<file path="src/hdl/touching_rectangle_fragment_tracker_assert.svh">
// assertion macros for the tracker rtl
`ifndef TOUCHING_RECTANGLE_FRAGMENT_TRACKER_ASSERT_SVH
`define TOUCHING_RECTANGLE_FRAGMENT_TRACKER_ASSERT_SVH

// a condition that holds at every edge outside reset
`define TRFT_ASSERT_ALWAYS(lbl, expr, msg) \
	lbl: assert property (@(posedge clk) disable iff (!arst_n) (expr)) else $error(msg);

// an antecedent that implies a consequent in the same cycle
`define TRFT_ASSERT_IMPL(lbl, ante, cons, msg) \
	lbl: assert property (@(posedge clk) disable iff (!arst_n) (ante) |-> (cons)) \
		else $error(msg);

`endif

</file>
<file path="src/hdl/trft_pkg.sv">
`timescale 1ns / 1ps
// ---------------------------------------------------------------------------
// trft_pkg
// shared constants and types of the touching rectangle fragment tracker
// ---------------------------------------------------------------------------
package trft_pkg;
	localparam int MAX_BLOCKS = 256;
	localparam int NUM_GROUPS = 15;
	localparam int COORD_BITS = 16;
	localparam int IDX_W      = $clog2(MAX_BLOCKS);
	localparam int COUNT_W    = $clog2(MAX_BLOCKS + 1);
	localparam int GRP_W      = 4;
	localparam int OUT_W      = 9;

	// one stored rectangle as it moves along the cell row
	typedef struct packed {
		logic [COORD_BITS-1:0] x;
		logic [COORD_BITS-1:0] y;
		logic [COORD_BITS-1:0] w;
		logic [COORD_BITS-1:0] h;
		logic [GRP_W-1:0]      grp;
		logic [IDX_W-1:0]      label;
	} entry_t;
endpackage

</file>
<file path="src/hdl/trft_cell.sv">
`timescale 1ns / 1ps
// ---------------------------------------------------------------------------
// trft_cell
// one storage cell of the rotating rectangle row
// ---------------------------------------------------------------------------
module trft_cell import trft_pkg::*; (
	input  logic   clk,
	input  logic   shift,
	input  entry_t d,
	output entry_t q
);
	entry_t ent_q;

	// take the neighbor's entry on every shift
	always_ff @(posedge clk) begin
		if (shift) begin
			ent_q <= d;
		end
	end

	assign q = ent_q;
endmodule

</file>
<file path="config.mk">
export PLATFORM = sky130hd
export DESIGN_NAME = trft_cell
export DESIGN_NICKNAME = d
export VERILOG_FILES = /design/src/hdl/touching_rectangle_fragment_tracker_assert.svh /design/src/hdl/trft_pkg.sv /design/src/hdl/trft_cell.sv
export SDC_FILE = /design/constraint.sdc
export NUM_CORES = 1
export LEC_CHECK = 0
export BUFFER_PORTS_ARGS = -buffer_cell sky130_fd_sc_hd__buf_2
export CAP_MARGIN = 20
export CORE_MARGIN = 3
export CORE_UTILIZATION = 41
export CTS_CLUSTER_SIZE = 8
export DETAILED_ROUTE_END_ITERATION = 6
export PLACE_DENSITY = 0.89
export SETUP_SLACK_MARGIN = 0.02
export SLEW_MARGIN = 20
export SYNTH_ARGS = -nofsm -noshare
export SYNTH_HDL_FRONTEND = slang
export SYNTH_SLANG_ARGS = --single-unit
export TNS_END_PERCENT = 30
</file>
<file path="constraint.sdc">
create_clock -name clk -period 0.8 [get_ports clk]
set_input_delay 0.16 -clock clk [delete_from_list [all_inputs] [get_ports clk]]
set_output_delay 0.16 -clock clk [all_outputs]
set_load 0.02 [all_outputs]
</file>
# Word level (Yosys, flattened, before mapping)
# Cells that the tools add are included.
# word_totals
n_memories,0
register_bits,76
output_inout_bits,76
word_cells,6
latchBits,0
mem_bits_ro,0
ram_bits,0
# classes
div_mod_pow,0
reduce_logical,0
n_bitwise,0
mux,0
n_shift,0
add_sub_neg,0
magnitude_cmp,0
n_mul,0
eq_ne,0

# Logic depth before layout (Yosys ltp)
# Gate-level depths: netlist (run 1).
# logic_depth
word_depth,0
depth_mapped,0
mapped_depth_nobuf,0

# Worst setup path after synthesis (run 1)
# OpenSTA, ideal clock, no wires.
# synth_timing
kind,register to output
from,"register ent_q, in the netlist q[0]"
to,output q[0] in the netlist's numbering
path_buffers,0
arrival_time_ps,449
stages_incl_launch_ff,1
slack_ps,191
t_required_ps,640
path_cell_list,edfxtp_1
# synth_lines
element,line_no,source
start: declaration,trft_cell.sv:12,entry_t ent_q;
start signal: assignment,trft_cell.sv:17,ent_q <= d;
end: declaration,trft_cell.sv:10,output entry_t q
# No word-level cell between the ends.

# Worst setup path after layout (run 1)
# layout_timing
from,"register ent_q, in the netlist q[51]"
to,output q[51] in the netlist's numbering
# No word-level cell between the ends.

==> results.cfg, run 1 <==
[worst_setup_path]
crit_arrival_ns = 0.89
cp-start-kind = flip-flop
cp_slowest_stage_delay_ns = 0.41
crit_required_ns = 0.64
cp_slowest_cell = edfxtp_1
path_delay_family = flip-flops
critPathKind = flip-flop to output pin
cp_num_buf_inv = 1
path_cells = buf_6
worstPathMaxFanout = 1
end_kind = output pin

[finish]
largest_register_ffs = 76
multi_input_area_um2 = 0
multi_input_gates = 0
nets = 379
stdcell_count = 376
final_area_mm2 = 0.00410
diodes = 0
syn_to_final_growth_pct = 79.6
drive_above_1_share_pct = 53.9
nFillCells = 289

[clocking]
cts-root-buf = clkbuf_8
cts_sinks = 76
clkTransAtPathRegs_ns = 0.07
post_cts_buffers = 0
clockBufferDepth = 2
cts_made_buffers = 9
cts_tree = yes
cts_max_level = 3

[grt]
grt.overflow.total = 0
grtUsageTotal_pct = 18.0
grt_pass1_wl_um = 8340
grt_pass1_vias = 1703
antenna_found_initial = 0
grt_max_degree = 39

[timing]
slew_headroom_pct = 86.8
rsz0062_at_grt = yes
final_max_slew_viol_count = 0
min_period_ns = 1.05
worstMarginPinSlew_ns = 0.199
setup_ws_ns = -0.255
hold_viol = 0
setup_violations = 76
post-route-period-util_pct = 132
fmax_mhz = 948

[synthesis]
synthFlopType = edfxtp_1
synth_common_cells = edfxtp_1
syn_area_per_cell_um2 = 30.0
synth_top_cell_by_area = edfxtp_1
synth_cell_types = 1
synth-seq-cells = 76
synthArstFlopShare_pct = 0
synth_top_area_share_pct = 100
syn_area_mm2 = 0.00228
synth_area_leaders = edfxtp_1
synth_edf_count = 76
synth.most_common_cell = edfxtp_1
synth_seq_area_share_pct = 100
yosys_warnings = 0
syn_inst = 76
synth_nets = 154

[floorplanning]
die_x_um = 80.6
ios = 154
dieHeight_um = 80.6
die_area_mm2 = 0.00650
start_util_pct = 43.6
placementRows = 26
coreArea_mm2 = 0.00524

[hold_path]
hold_depth = 1
min_to = q[19]$_DFFE_PP_
hp-class = input port to flip-flop
hold_path.startpoint = d[19]

[detailed_routing]
vias = 1616
drtIter0Drc = 58
wl_um = 5960
viasPerCell = 4.30
drt_first_pass_iters = 4
ant_nets = 0
wl_per_cell_um = 15.9
drcViolationCount = 0

[place]
gp_congestion = 0.696
portBuffers = 153
place_area_mm2 = 0.00318
place_inst = 301
pre_cts_ws_ns = -0.0667
dpl.hpwl_um = 3380

[power_and_ir_drop]
clockPowerShare_pct = 26.9
p_int_mw = 6.50
ir_drop_mv = 1.50
power.leakage_nw = 1.75
comb_power_share_pct = 16.0
power.total_mw = 8.48
p_sw_share_pct = 23.4
p_per_area_mw_per_mm2 = 2070
seq_power_share_pct = 57.1
p_sw_mw = 1.98

[outcome]
status = complete, but fails checks
violations = negative setup slack

[job]
max_cap_violations = 0
## cell usage in the layout, fill, tap and decap left out, drive strengths merged
| master | n |
|---|---|
| buf | 155 |
| clkbuf | 12 |
| clkinv | 4 |
| dlygate4sd3 | 59 |
| edfxtp | 76 |
## power groups by stage
stage,combinational [mW],clock (mW),sequential [mW]
floorplan,0,0,5.32
global placement,0.965,0,4.87
detailed placement,0.987,0,4.89
CTS,1.26,2.35,4.82
global route,1.43,2.55,4.87
finish,1.36,2.28,4.84
## cells by family after synthesis
group,after synthesis,share of synthesized area [%]
DFF,76,100
## through the flow
stage | hold slack [ns] | TNS [ns] | utilization, %
global placement | 0.336 | -2.91 | 60.6
floorplan | 0.259 | 0 | -
detailed placement | 0.338 | -4.95 | 60.6
CTS | 0.000116 | -17.21 | 75.6
global route | 0.0000789 | -19.28 | 78.3
finish | 0.0132 | -16.30 | 78.3
## routing by layer
metal / routed length [um] / GRT usage, % / up-vias
li1: - / - / 760
met1: 2040 / 19.2 / 755
met2: 3290 / 32.1 / 93
met3: 563 / 6.17 / 8
met4: 73 / 7.77 / 0
met5: 0 / 0 / -
## cell type report
cell class / count / area [um^2] / area share [%]
timing repair buffer: 214 / 1580 / 38.5
tap: 70 / 87.6 / 2.14
clock buffer: 12 / 135 / 3.30
sequential: 76 / 2280 / 55.7
clock inverter: 4 / 16.3 / 0.397
## how the worst max path moves through the flow
stage | startpoint | endpoint | slack [ns] | depth (start not counted)
floorplan | q[0]$_DFFE_PP_ | q[0] | 0.19 | 0
global placement | shift | q[62]$_DFFE_PP_ | -0.04 | 2
detailed placement | shift | q[32]$_DFFE_PP_ | -0.07 | 2
CTS | q[50]$_DFFE_PP_ | q[50] | -0.27 | 1
global route | q[20]$_DFFE_PP_ | q[20] | -0.30 | 1
finish | q[51]$_DFFE_PP_ | q[51] | -0.25 | 1
## what timing repair did
action                     4_1_cts  5_1_grt
hold buffers                    54        5
gates resized for setup         30       28
pin swaps                        0        0
setup endpoints to repair       76       76
hold endpoints to repair        54        5
Power figures use the tool's default switching activity.
==> inputs of run 2 (changes only) <==
--- a/config.mk
+++ b/config.mk
@@ -12,6 +12,7 @@
 export CTS_CLUSTER_SIZE = 8
 export DETAILED_ROUTE_END_ITERATION = 6
 export PLACE_DENSITY = 0.89
+export RECOVER_POWER = 50
 export SETUP_SLACK_MARGIN = 0.02
 export SLEW_MARGIN = 20
 export SYNTH_ARGS = -nofsm -noshare
==> run 2 against run 1 <==
  * Clock power about the same
  * Flip-flop and latch count unchanged
  * Sequential power about the same
  * Worst setup slack improved by 0.0013 ns
  * First-iteration DRC count increased by 1.7%
  * Non-clock buffer count unchanged
  * Wire length increased by 0.62%
  * The flow still finishes with violations (negative setup slack)
  * Critical path depth unchanged
  * Die area unchanged
==> results.cfg, run 2 (same netlist as run 1, synthesis figures left out) <==
[outcome]
status = complete, but fails checks
violations = negative setup slack

[hold_path]
hp-class = input port to flip-flop

[worst_setup_path]
crit_arrival_ns = 0.89
crit_required_ns = 0.64
cp-start-kind = flip-flop
path_cells = buf_6
cp_num_buf_inv = 1
worstPathMaxFanout = 1
cp_slowest_stage_delay_ns = 0.41
critPathKind = flip-flop to output pin
cp_slowest_cell = edfxtp_1
end_kind = output pin
path_delay_family = flip-flops

[timing]
fmax_mhz = 949
worstMarginPinSlew_ns = 0.460
setup_violations = 76
min_period_ns = 1.05
post-route-period-util_pct = 132
final_max_slew_viol_count = 0
setup_ws_ns = -0.254
rsz0062_at_grt = yes
holdWs_ns = 0.0135
hold_viol = 0
slew_headroom_pct = 69.3

[finish]
utilization_pct = 77.7
syn_to_final_growth_pct = 78.3
final_cell_mix = buf_2, edfxtp_1, dlygate4sd3_1, buf_6, clkbuf_8
drive_above_1_share_pct = 52.9
largest_register_ffs = 76
final_common_cell = buf_2
nets = 379
diodes = 0
multi_input_gates = 0
multi_input_area_um2 = 0

[floorplanning]
placementRows = 26
die_area_mm2 = 0.00650
coreArea_mm2 = 0.00524
die_x_um = 80.6
start_util_pct = 43.6
dieHeight_um = 80.6
ios = 154

[place]
gp_congestion = 0.696
portBuffers = 153
dpl.hpwl_um = 3380

[grt]
grt_pass1_wl_um = 8340
grt_pass1_vias = 1703
grt.overflow.total = 0
antenna_found_initial = 0
grt_max_degree = 39
grtUsageTotal_pct = 18.0

[detailed_routing]
viasPerCell = 4.28
drt_first_pass_iters = 4
vias = 1608
wl_per_cell_um = 16.0
drcViolationCount = 0
drtIter0Drc = 59
wl_um = 6000
ant_nets = 0

[clocking]
clockBufferDepth = 2
cts_max_level = 3
cts-root-buf = clkbuf_8
clkTransAtPathRegs_ns = 0.07
cts_sinks = 76
cts_made_buffers = 9
cts_tree = yes

[power_and_ir_drop]
p_per_area_mw_per_mm2 = 2080
power.leakage_nw = 1.73
ir_drop_mv = 1.51

[job]
max_cap_violations = 0
[run 2: cell count changes in the layout (fill, tap and decap cells not counted)]
cell	before	now
buf_2	124	121
clkbuf_1	3	6
buf_12	2	0
buf_4	0	2
[run 2: final cells by class]
type | instances | area (um^2)
clock buffers | 12 | 135
clock inverters | 4 | 16.3
fillers | 295 | 1170
flip-flops and latches | 76 | 2280
well taps | 70 | 87.6
repair buffers | 214 | 1550
[run 2: timing repair]
item / 4_1_cts / 5_1_grt
cloned: 0 / 0
gates resized for setup: 30 / 28
hold buffers: 54 / 5
endpoints found under the setup margin: 76 / 76
endpoints found under the hold margin: 54 / 5
setup buffers: 0 / 0
[run 2: stage by stage]
stage | TNS [ns] | instance area [um^2] | setup slack [ns] | total power, mW | instances
global placement | -2.91 | 3180 | -0.0418 | 5.83 | 301
CTS | -17.21 | 3960 | -0.270 | 8.42 | 371
floorplan | 0 | 2280 | 0.191 | 5.32 | 76
finish | -16.33 | 4070 | -0.254 | 8.47 | 376
global route | -19.28 | 4070 | -0.295 | 8.82 | 376
detailed placement | -4.95 | 3180 | -0.0667 | 5.87 | 301
[run 2: power breakdown]
group | total (mW) | switching [mW] | internal (mW)
Sequential | 4.84 | 0.108 | 4.74
Combinational | 1.34 | 0.686 | 0.651
Clock | 2.28 | 1.19 | 1.09
[run 2: metal layers]
metal  vias to the layer above  share of wire (%)  track usage (%)
met5                         -                  0                0
met4                         0                1.2             7.77
met3                         8                9.2             6.17
met2                        89                 55             32.1
met1                       752                 34             19.2
li1                        759                  -                -
[run 2: path summary, 6_finish.rpt]
check	start	to	slack, ns	depth (start not counted)
max	q[51]$_DFFE_PP_	q[51]	-0.25	1
min	d[19]	q[19]$_DFFE_PP_	0.01	1
